--- config.mk ---
export PLATFORM = sky130hd
export DESIGN_NAME = pmc_cfg
export DESIGN_NICKNAME = d
export VERILOG_FILES = /design/src/hw/rtl/pmc_pkg.sv /design/src/hw/rtl/pmc_cfg.sv
export SDC_FILE = /design/constraint.sdc
export NUM_CORES = 1
export LEC_CHECK = 0
export BUFFER_PORTS_ARGS = -buffer_cell sky130_fd_sc_hd__buf_2
export CORE_MARGIN = 2
export CORE_UTILIZATION = 50
export DETAILED_ROUTE_END_ITERATION = 7
export GPL_TIMING_DRIVEN = 1
export PLACE_DENSITY = 0.78
export SLEW_MARGIN = 15
export SYNTH_ARGS = -nofsm -noshare
export SYNTH_HDL_FRONTEND = slang
export SYNTH_SLANG_ARGS = --single-unit
--- constraint.sdc ---
create_clock -name clk -period 1.67 [get_ports clk]
set_input_delay 0.2505 -clock clk [delete_from_list [all_inputs] [get_ports clk]]
set_output_delay 0.2505 -clock clk [all_outputs]
set_load 0.02 [all_outputs]
--- src/hw/rtl/pmc_pkg.sv ---
// Shared types, register codes, constants and saturation helpers for the PID motor controller.
package pmc_pkg;

    localparam int CFG_IDX_W = 4;
    localparam int GAIN_W    = 31;

    localparam logic [CFG_IDX_W-1:0] REG_PROP_GAIN    = 4'd0;
    localparam logic [CFG_IDX_W-1:0] REG_INTEG_GAIN   = 4'd1;
    localparam logic [CFG_IDX_W-1:0] REG_DERIV_GAIN   = 4'd2;
    localparam logic [CFG_IDX_W-1:0] REG_INTEG_LIMIT  = 4'd3;
    localparam logic [CFG_IDX_W-1:0] REG_DRIVE_LIMIT  = 4'd4;
    localparam logic [CFG_IDX_W-1:0] REG_ERROR_LIMIT  = 4'd5;
    localparam logic [CFG_IDX_W-1:0] REG_ANGLE_MODE   = 4'd6;
    localparam logic [CFG_IDX_W-1:0] REG_CURRENT_GAIN = 4'd7;

    localparam logic [GAIN_W-1:0] CURRENT_GAIN_RESET = 31'd65536;

    // Q16.16 angle constants
    localparam logic signed [35:0] DEG180   = 36'sd11796480;
    localparam logic signed [35:0] DEG360   = 36'sd23592960;
    localparam logic [GAIN_W-1:0]  DRIVE100 = 31'd6553600;

    localparam logic signed [65:0] S32_MAX = 66'sd2147483647;
    localparam logic signed [65:0] S32_MIN = -66'sd2147483648;
    localparam logic signed [65:0] S16_MAX = 66'sd32767;
    localparam logic signed [65:0] S16_MIN = -66'sd32768;
    localparam logic signed [65:0] S48_MAX = 66'sd140737488355327;
    localparam logic signed [65:0] S48_MIN = -66'sd140737488355328;

    typedef struct packed {
        logic signed [31:0] reference;
        logic signed [31:0] feedback;
        logic [3:0]         motor_slot;
    } pmc_in_t;

    typedef struct packed {
        logic signed [31:0] drive;
        logic signed [15:0] current_word;
        logic [2:0]         byte_offset;
    } pmc_out_t;

    typedef struct packed {
        logic [GAIN_W-1:0] prop_gain;
        logic [GAIN_W-1:0] integ_gain;
        logic [GAIN_W-1:0] deriv_gain;
        logic [GAIN_W-1:0] integ_limit;
        logic [GAIN_W-1:0] drive_limit;
        logic [GAIN_W-1:0] error_limit;
        logic              angle_mode;
        logic [GAIN_W-1:0] current_gain;
    } pmc_cfg_t;

    typedef enum logic [3:0] {
        OP_NONE,
        OP_LOAD,
        OP_ERR,
        OP_MP,
        OP_MD,
        OP_MIA,
        OP_MIB,
        OP_IT,
        OP_DRV,
        OP_MC,
        OP_OUT
    } pmc_op_t;

    typedef struct packed {
        pmc_op_t op;
    } pmc_cmd_t;

    function automatic logic signed [65:0] clamp_sym(input logic signed [65:0] x,
                                                     input logic [GAIN_W-1:0] lim);
        logic signed [65:0] hi;
        logic signed [65:0] lo;
        hi = $signed({35'd0, lim});
        lo = -hi;
        if (x > hi)
            return hi;
        else if (x < lo)
            return lo;
        return x;
    endfunction

    function automatic logic signed [31:0] sat32(input logic signed [65:0] x);
        logic signed [65:0] c;
        c = (x > S32_MAX) ? S32_MAX : ((x < S32_MIN) ? S32_MIN : x);
        return c[31:0];
    endfunction

    function automatic logic signed [15:0] sat16(input logic signed [65:0] x);
        logic signed [65:0] c;
        c = (x > S16_MAX) ? S16_MAX : ((x < S16_MIN) ? S16_MIN : x);
        return c[15:0];
    endfunction

    function automatic logic signed [47:0] sat48(input logic signed [65:0] x);
        logic signed [65:0] c;
        c = (x > S48_MAX) ? S48_MAX : ((x < S48_MIN) ? S48_MIN : x);
        return c[47:0];
    endfunction

endpackage

--- src/hw/rtl/pmc_cfg.sv ---
// Configuration register file for the PID motor controller.
module pmc_cfg
    import pmc_pkg::*;
(
    input  logic                 clk,
    input  logic                 rst_n,
    input  logic                 cfg_valid,
    output logic                 cfg_ready,
    input  logic [CFG_IDX_W-1:0] cfg_index,
    input  logic [31:0]          cfg_data,
    output pmc_cfg_t             cfg
);

    pmc_cfg_t cfg_reg;

    assign cfg_ready = 1'b1;
    assign cfg       = cfg_reg;

    always_ff @(posedge clk or negedge rst_n)
    begin
        if (!rst_n)
        begin
            cfg_reg <= '{prop_gain:    '0,
                         integ_gain:   '0,
                         deriv_gain:   '0,
                         integ_limit:  '0,
                         drive_limit:  '0,
                         error_limit:  '0,
                         angle_mode:   1'b0,
                         current_gain: CURRENT_GAIN_RESET};
        end
        else if (cfg_valid)
        begin
            unique case (cfg_index)
                REG_PROP_GAIN:    cfg_reg.prop_gain    <= cfg_data[GAIN_W-1:0];
                REG_INTEG_GAIN:   cfg_reg.integ_gain   <= cfg_data[GAIN_W-1:0];
                REG_DERIV_GAIN:   cfg_reg.deriv_gain   <= cfg_data[GAIN_W-1:0];
                REG_INTEG_LIMIT:  cfg_reg.integ_limit  <= cfg_data[GAIN_W-1:0];
                REG_DRIVE_LIMIT:  cfg_reg.drive_limit  <= cfg_data[GAIN_W-1:0];
                REG_ERROR_LIMIT:  cfg_reg.error_limit  <= cfg_data[GAIN_W-1:0];
                REG_ANGLE_MODE:   cfg_reg.angle_mode   <= cfg_data[0];
                REG_CURRENT_GAIN: cfg_reg.current_gain <= cfg_data[GAIN_W-1:0];
                default:          ;
            endcase
        end
    end

endmodule

==> impl_metrics.csv <==
group,metric,value,unit
outcome,status,"finished clean",
final_layout,design_area,10730,um2
synthesis,yosysSeqAreaShare,66.89,%
drt,vias,5097,
clocking,root_buffer,"clkbuf_16",
final_layout,final_cell_mix,"buf_2 (254), dfrtp_1 (217), mux2_2 (185)",
drt,wire_per_inst,20.07,um
floorplanning,die_h,131.7,um
sta,fmax,0.7005,GHz
sta,hold_viol_final,0,
synthesis,syn_nets,512,
final_layout,nets,794,
final_layout,layout_commonest_cell,"buf_2",
worst_setup_path,crit_family,"flip-flops",
clocking,h-tree-depth,1,
clocking,numCtsBuffers,22,
pwr,ir_worst_vdd,0.001236,V
floorplanning,boundaryPins,258,
clocking,cts_setup_buffers,0,
placement,gp_congestion,0.7626,
worst_setup_path,rrSetupSlack,0.85,ns
pwr,power_density,1579,nW/um2
clocking,cts_max_path_buffers,3,
worst_setup_path,critPathKind,"reg2out",
sta,period_needed,1.428,ns
final_layout,final_util,67.27,%
drt,dr.pass1.iters,6,
placement,port_buffers,255,
worst_setup_path,r2r-end,"cfg[82]",
floorplanning,core,15940,um2
synthesis,synth_warnings,0,
worst_setup_path,crit_chain,"buf_2",
sta,setup_tns,0,ns
sta,rsz0062_at_grt,"no",
flow_run,drv_cap,0,
floorplanning,dieArea,17350,um2
clocking,clkLatencyLatePin,0.49,ns
placement,preCtsSetupSlack,-0.01421,ns
drt,drc_errors,0,
final_layout,largest_register_ffs,218,
drt,final_antenna_net_count,0,
worst_setup_path,crit_slowest_cell,"dfstp_2",
clocking,clk_pin_slew,0.06,ns
clocking,numClockSinks,218,
drt,vias_per_cell,5.164,
worst_setup_path,worstSetupPathDepth,1,
drt,drt-total-wl,19810,um
hold_path,min_path_type,"in2reg",
global_routing,grt_pass1_vias,5526,
synthesis,syn_avg_cell_area,17.25,um2
placement,dpl-instance-area,9917,um2
synthesis,syn-cell-area,8158,um2
global_routing,track_usage,22.79,%
final_layout,final_cells,987,
drt,dr.first_iter.drc_count,165,
floorplanning,die_x,131.7,um
global_routing,grt_pass1_wl,31400,um
worst_setup_path,r2r_cells,1,
floorplanning,start_util,51.17,%
placement,dp.cells,946,
sta,finalMaxSlewViolations,0,
synthesis,yosys_register_bits,218,
sta,setup_viol,0,
sta,min_period_over_period,85.49,%
worst_setup_path,critPathMaxFanout,2,
global_routing,grt-ovfl-total,0,
global_routing,grt_max_degree,52,
final_layout,antennaDiodeCount,0,
worst_setup_path,worstSetupEndpointType,"output pin",
worst_setup_path,critPathLaunchType,"register",
global_routing,antenna_found_initial,0,
synthesis,synthDistinctLibCells,17,
clocking,cts_tree,"yes",
worst_setup_path,worstReg2RegStart,"cfg[82]",
sta,fin_ws,0.2424,ns
placement,dp_hpwl,13630,um
clocking,ctsResizeCount,0,
worst_setup_path,critical_path.startpoint,"cfg[16]",
final_layout,final_layout_size_suffix_gt1_share,66.02,%
worst_setup_path,cp_data_required_time,1.42,ns
worst_setup_path,cp-endpoint,"cfg[16]",
worst_setup_path,critPathMaxStageDelay,0.52,ns
synthesis,synthesis.instances,473,
worst_setup_path,cp_num_buf_inv,1,
pwr,leakage,5.349,nW
final_layout,syn2layout_area_growth,31.47,%
floorplanning,num_rows,46,
sta,clock_skew,0,ns
worst_setup_path,worstPathArrival,1.18,ns
area by class of cell:
class | instances | area, um2
repair buffers | 282 | 1628
well taps | 216 | 270.3
multi-input cells | 231 | 2572
clock inverters | 7 | 135.1
flip-flops and latches | 218 | 5456
clock buffers | 33 | 663.1
fillers | 1155 | 5218
metrics by stage:
step / power [mW] / hold WS [ns]
2_1_floorplan: 9.802 / -0.04509
3_3_place_gp: 11.54 / 0.2308
3_5_place_dp: 11.75 / 0.2364
4_1_cts: 17.12 / 0.03515
5_1_grt: 17.66 / 0.05117
6_report: 16.94 / 0.05319
timing repair:
action	4_1_cts	5_1_grt
hold buffers	1	0
endpoints found under the setup margin	0	0
endpoints found under the hold margin	44	0
worst min-delay path by stage:
stage                      start  endpoint  slack, ns  cells past startpoint
floorplan                  rst_n    cfg[0]      -0.05                      0
global placement           rst_n   cfg[61]       0.23                      1
detailed placement         rst_n   cfg[61]       0.24                      1
CTS                 cfg_data[12]   cfg[75]       0.04                      2
global route        cfg_data[17]   cfg[80]       0.05                      2
finish              cfg_data[10]   cfg[73]       0.05                      2
power breakdown:
| part | leakage, nW | switching [mW] | internal [mW] |
|---|---|---|---|
| logic | 2.28 | 2.72 | 1.77 |
| clock network | 0.394 | 1.95 | 3.36 |
| registers | 2.67 | 0.624 | 6.52 |
logic make-up (layout without fill, tap and decap cells):
group                  after synthesis  after routing  synth area share [%]
flip-flops                         218            218                 66.89
other                                1              1               0.04597
multiplexers                       218            218                 30.09
AND/OR/NAND/NOR                     12             12                 1.166
buffers and inverters               24            322                 1.810
cell usage after synthesis, drive strengths merged:
master,number,area [um2]
nor2,2,7.510
nand2,2,7.510
clkbuf,1,3.750
and3,1,6.260
conb,1,3.750
or3,1,6.260
nor3b,3,32.53
buf,23,143.9
dfrtp,217,5430
mux2,218,2455
dfstp,1,26.28
nand3b,3,35.03
layer usage:
metal	vias to the layer above	GRT usage, %	wire length, um
li1	2234	-	-
met4	0	6.280	400
met2	188	39.88	10040
met3	31	5.075	1285
met5	-	0	0
met1	2644	28.76	8088
Note: power is estimated with default switching activity, not from simulation.
