## config.mk

```make
export PLATFORM = sky130hd
export DESIGN_NAME = pmc_ctrl
export DESIGN_NICKNAME = d
export VERILOG_FILES = /design/src/hw/rtl/pmc_pkg.sv /design/src/hw/rtl/pmc_ctrl.sv
export SDC_FILE = /design/constraint.sdc
export NUM_CORES = 1
export LEC_CHECK = 0
export ABC_AREA = 1
export BUFFER_PORTS_ARGS = -buffer_cell sky130_fd_sc_hd__buf_2
export CAP_MARGIN = 5
export CORE_AREA = 4 4 41 43
export CTS_CLUSTER_SIZE = 25
export DETAILED_ROUTE_END_ITERATION = 8
export DIE_AREA = 0 0 45 47
export GPL_ROUTABILITY_DRIVEN = 0
export GPL_TIMING_DRIVEN = 0
export HOLD_SLACK_MARGIN = 0.05
export PLACE_DENSITY = 0.51
export SLEW_MARGIN = 30
export SYNTH_ARGS = -nofsm -noshare
export SYNTH_HDL_FRONTEND = slang
export SYNTH_SLANG_ARGS = --single-unit
```

## constraint.sdc

```tcl
create_clock -name clk -period 2.4 [get_ports clk]
set_input_delay 0.12 -clock clk [delete_from_list [all_inputs] [get_ports clk]]
set_output_delay 0.12 -clock clk [all_outputs]
set_load 0.01 [all_outputs]
```

## src/hw/rtl/pmc_pkg.sv

```systemverilog
// Shared types, register codes, constants and saturation helpers for the PID motor controller.
package pmc_pkg;

    localparam int CFG_IDX_W = 4;
    localparam int GAIN_W    = 31;

    localparam logic [CFG_IDX_W-1:0] REG_PROP_GAIN    = 4'd0;
    localparam logic [CFG_IDX_W-1:0] REG_INTEG_GAIN   = 4'd1;
    localparam logic [CFG_IDX_W-1:0] REG_DERIV_GAIN   = 4'd2;
    localparam logic [CFG_IDX_W-1:0] REG_INTEG_LIMIT  = 4'd3;
    localparam logic [CFG_IDX_W-1:0] REG_DRIVE_LIMIT  = 4'd4;
    localparam logic [CFG_IDX_W-1:0] REG_ERROR_LIMIT  = 4'd5;
    localparam logic [CFG_IDX_W-1:0] REG_ANGLE_MODE   = 4'd6;
    localparam logic [CFG_IDX_W-1:0] REG_CURRENT_GAIN = 4'd7;

    localparam logic [GAIN_W-1:0] CURRENT_GAIN_RESET = 31'd65536;

    // Q16.16 angle constants
    localparam logic signed [35:0] DEG180   = 36'sd11796480;
    localparam logic signed [35:0] DEG360   = 36'sd23592960;
    localparam logic [GAIN_W-1:0]  DRIVE100 = 31'd6553600;

    localparam logic signed [65:0] S32_MAX = 66'sd2147483647;
    localparam logic signed [65:0] S32_MIN = -66'sd2147483648;
    localparam logic signed [65:0] S16_MAX = 66'sd32767;
    localparam logic signed [65:0] S16_MIN = -66'sd32768;
    localparam logic signed [65:0] S48_MAX = 66'sd140737488355327;
    localparam logic signed [65:0] S48_MIN = -66'sd140737488355328;

    typedef struct packed {
        logic signed [31:0] reference;
        logic signed [31:0] feedback;
        logic [3:0]         motor_slot;
    } pmc_in_t;

    typedef struct packed {
        logic signed [31:0] drive;
        logic signed [15:0] current_word;
        logic [2:0]         byte_offset;
    } pmc_out_t;

    typedef struct packed {
        logic [GAIN_W-1:0] prop_gain;
        logic [GAIN_W-1:0] integ_gain;
        logic [GAIN_W-1:0] deriv_gain;
        logic [GAIN_W-1:0] integ_limit;
        logic [GAIN_W-1:0] drive_limit;
        logic [GAIN_W-1:0] error_limit;
        logic              angle_mode;
        logic [GAIN_W-1:0] current_gain;
    } pmc_cfg_t;

    typedef enum logic [3:0] {
        OP_NONE,
        OP_LOAD,
        OP_ERR,
        OP_MP,
        OP_MD,
        OP_MIA,
        OP_MIB,
        OP_IT,
        OP_DRV,
        OP_MC,
        OP_OUT
    } pmc_op_t;

    typedef struct packed {
        pmc_op_t op;
    } pmc_cmd_t;

    function automatic logic signed [65:0] clamp_sym(input logic signed [65:0] x,
                                                     input logic [GAIN_W-1:0] lim);
        logic signed [65:0] hi;
        logic signed [65:0] lo;
        hi = $signed({35'd0, lim});
        lo = -hi;
        if (x > hi)
            return hi;
        else if (x < lo)
            return lo;
        return x;
    endfunction

    function automatic logic signed [31:0] sat32(input logic signed [65:0] x);
        logic signed [65:0] c;
        c = (x > S32_MAX) ? S32_MAX : ((x < S32_MIN) ? S32_MIN : x);
        return c[31:0];
    endfunction

    function automatic logic signed [15:0] sat16(input logic signed [65:0] x);
        logic signed [65:0] c;
        c = (x > S16_MAX) ? S16_MAX : ((x < S16_MIN) ? S16_MIN : x);
        return c[15:0];
    endfunction

    function automatic logic signed [47:0] sat48(input logic signed [65:0] x);
        logic signed [65:0] c;
        c = (x > S48_MAX) ? S48_MAX : ((x < S48_MIN) ? S48_MIN : x);
        return c[47:0];
    endfunction

endpackage

```

## src/hw/rtl/pmc_ctrl.sv

```systemverilog
// Step sequencer and output-valid control for the PID motor controller.
module pmc_ctrl
    import pmc_pkg::*;
(
    input  logic     clk,
    input  logic     rst_n,
    input  logic     in_valid,
    output logic     in_ready,
    output logic     out_valid,
    input  logic     out_ready,
    output pmc_cmd_t cmd
);

    typedef enum logic [3:0] {
        ST_IDLE,
        ST_ERR,
        ST_MP,
        ST_MD,
        ST_MIA,
        ST_MIB,
        ST_IT,
        ST_DRV,
        ST_MC,
        ST_FIN
    } state_t;

    state_t state_reg;
    state_t state_next;
    logic   out_valid_reg;
    logic   out_valid_next;
    logic   out_free;

    assign out_free  = !out_valid_reg || out_ready;
    assign in_ready  = (state_reg == ST_IDLE);
    assign out_valid = out_valid_reg;

    always_comb
    begin
        cmd.op     = OP_NONE;
        state_next = state_reg;
        unique case (state_reg)
            ST_IDLE:
            begin
                if (in_valid)
                begin
                    cmd.op     = OP_LOAD;
                    state_next = ST_ERR;
                end
            end
            ST_ERR:
            begin
                cmd.op     = OP_ERR;
                state_next = ST_MP;
            end
            ST_MP:
            begin
                cmd.op     = OP_MP;
                state_next = ST_MD;
            end
            ST_MD:
            begin
                cmd.op     = OP_MD;
                state_next = ST_MIA;
            end
            ST_MIA:
            begin
                cmd.op     = OP_MIA;
                state_next = ST_MIB;
            end
            ST_MIB:
            begin
                cmd.op     = OP_MIB;
                state_next = ST_IT;
            end
            ST_IT:
            begin
                cmd.op     = OP_IT;
                state_next = ST_DRV;
            end
            ST_DRV:
            begin
                cmd.op     = OP_DRV;
                state_next = ST_MC;
            end
            ST_MC:
            begin
                cmd.op     = OP_MC;
                state_next = ST_FIN;
            end
            ST_FIN:
            begin
                if (out_free)
                begin
                    cmd.op     = OP_OUT;
                    state_next = ST_IDLE;
                end
            end
            default:
            begin
                state_next = ST_IDLE;
            end
        endcase
    end

    always_comb
    begin
        if (cmd.op == OP_OUT)
            out_valid_next = 1'b1;
        else if (out_ready)
            out_valid_next = 1'b0;
        else
            out_valid_next = out_valid_reg;
    end

    always_ff @(posedge clk or negedge rst_n)
    begin
        if (!rst_n)
        begin
            state_reg     <= ST_IDLE;
            out_valid_reg <= 1'b0;
        end
        else
        begin
            state_reg     <= state_next;
            out_valid_reg <= out_valid_next;
        end
    end

endmodule

```

==> run metrics <==
hold path depth=4; hold endpoint=out_valid; Cell Area, Synth=approximately 270 um2; DR pass1 iterations=4; fin. max-slew vios=0; Primary FF master, synth=dfrtp_1; count leader, synth=nand2_1; synth unique cells=9; final-report setup violation count=0; status=finished, final reports clean; Mapped Nets=42; crit path launch type=register; largest area contributor in the netlist=dfrtp_1; Cell Rows=13; Clk pin slew, worst setup/hold paths=approximately 50 ps; die height=~47 um; commonest cells in the netlist=8 x nand2_1, 7 x inv_1, 6 x nand3_1, 6 x nor2_1, 5 x dfrtp_1; WL/cell=about 9.1 um; Leak=between 0.0002 and 0.00025 uW; WL final=between 600 and 700 um; Yosys warnings=0; WS Path Type=register to output pin; worst-margin pin slew=approximately 210 ps; setup bufs post-CTS=0; Largest register FFs=4; hold_sp=out_ready; FF-to-FF setup slack=roughly 1500 ps; clk_lat worst skew=240 ps; DRT iter0 DRCs=7; via count=between 200 and 300; final hold vios=0; H-tree depth=1; initial antenna violation count=0; worst reg-to-reg path cell count=3; CP Data Arrival Time=1240 ps; Synth area leaders=dfrtp_1 46%, nand3_1 11%, nand2_1 11%; met1 global-route usage=8.083%; met2 usage=10.73%; Post-CTS Resized=0; fraction of layout cells with a size suffix above 1=a little under a quarter; GRT overflow=0; Slew HR=between 80% and 90%; GR Layer Usage met3=5.747%; largest net degree at the start of global routing=8; ys async rst share=between 90% and 100%; Setup WS pre-CTS=about 1300 ps; setup TNS=0 ps; Initial Util=about 21%; number of flops mapped to enable cells by yosys=0; total global routing track utilization=7.466%; Mapped Avg Cell Area=just over 7 um2; Hold WC Path Type=input port to register; vias per inst=4.284; ANT nets after route=0; hpwl dp=approximately 480 um; peak supply drop=0.7013 mV; clock net sink count=5; RR Endpoint=state_reg[2]; most crowded layer after global routing=met2; Area Growth Syn to Fin=37.04%; vias in the first global route=286; n_diodes=0; CTS tree=done; setup ws final=about 1000 ps; clk root buf=clkbuf_4; DR DRC count=0; fin nets=57; port bufs=9; fmax=approximately 740 MHz; Mapped Cells=38; Yosys reg bits=5; worst reg2reg startpoint=state_reg[0]; I/O Pins=10; Final Cycle Share=between 50% and 60%; worst path required time=2280 ps; core area=between 0.001 and 0.0015 mm2; RSZ-0062 raised after global routing=false; min Tclk post-route=between 1000 and 1500 ps; Synth top area share=between 40% and 50%; Max Cap Viol=0; Die Area=0.002115 mm2; post-synthesis sequential area ratio=roughly 46%; Die Span X=approximately 45 um; first-pass GRT wire length=between 1 and 1.5 mm; Worst Path Max Fanout=6; CTS buffer count=3; Fin Clk Skew=3.777 ps; Crit. End Element=output pin; Longest Clk Path Bufs=2; pwr dens=between 1000 and 1500 mW/mm2
## repair_timing
action | 4_1_cts | 5_1_grt
endpoints found under the hold margin | 5 | 0
hold buffers | 1 | 0
endpoints found under the setup margin | 0 | 0
## worst max path at each step
stage	from	end	slack, ps	cells after the start
floorplan	state_reg[1]	cmd[1]	1400	3
global placement	state_reg[1]	cmd[3]	1310	4
detailed placement	state_reg[0]	cmd[1]	1300	4
CTS	state_reg[0]	cmd[1]	1020	4
global route	state_reg[1]	cmd[1]	920	4
finish	state_reg[0]	cmd[1]	1040	4
## metrics by stage
| step | utilization (%) | hold WS [ps] | instances | cell area (um2) | total power, uW |
|---|---|---|---|---|---|
| CTS | 28.46 | 152.5 | 67 | 370.4 | 549.0 |
| global placement | 25.67 | -55.48 | 62 | 334.1 | 443.7 |
| detailed placement | 25.67 | -54.78 | 62 | 334.1 | 443.5 |
| finish | 28.46 | 152.3 | 67 | 370.4 | 538.7 |
| floorplan | - | -175.6 | 38 | 270.3 | 343.9 |
| global route | 28.46 | 193.8 | 67 | 370.4 | 592.1 |
## worst max-delay path, cell delays in order (launching register included)
cell and delay [ps]:
dfrtp_1 430, nand2_1 130, nand2_1 100, o21ai_0 170, buf_2 160
## cells in the final DEF, fill, tap and decap left out, drive strengths merged
cell type and n:
buf 9, nand2 8, inv 7, nor2 6, nand3 6, dfrtp 5
clkbuf 4, o21ai 2, a22oi 2, nor3 1, nand4 1, dlygate4sd3 1
## logic make-up after synthesis
group                  Yosys count  synth area share, %
and+or+nand+nor                 22                34.72
AOI/OAI and AO/OA                4                9.258
DFF                              5                46.30
buffers and inverters            7                9.724
## routing by layer
| metal | share of wire [%] | up-vias |
|---|---|---|
| li1 | - | 151 |
| met1 | 49 | 126 |
| met3 | 11 | 0 |
| met4 | 0 | 0 |
| met2 | 40 | 10 |
| met5 | 0 | - |
## power breakdown
part           total [uW]  internal [uW]  switching, uW
registers             177            124           53.3
logic                 263            108            155
clock network        98.9           63.0           35.9
total                 539            294            245
## cell type report
type | count | area, um2
timing repair buffer | 10 | 55.05
fill | 155 | 930.9
inverter | 7 | 26.28
sequential | 5 | 125.1
multi-input combinational | 26 | 118.9
clock buffer | 4 | 26.28
tap | 15 | 18.77
No activity file was read; power rests on OpenSTA's default activity.
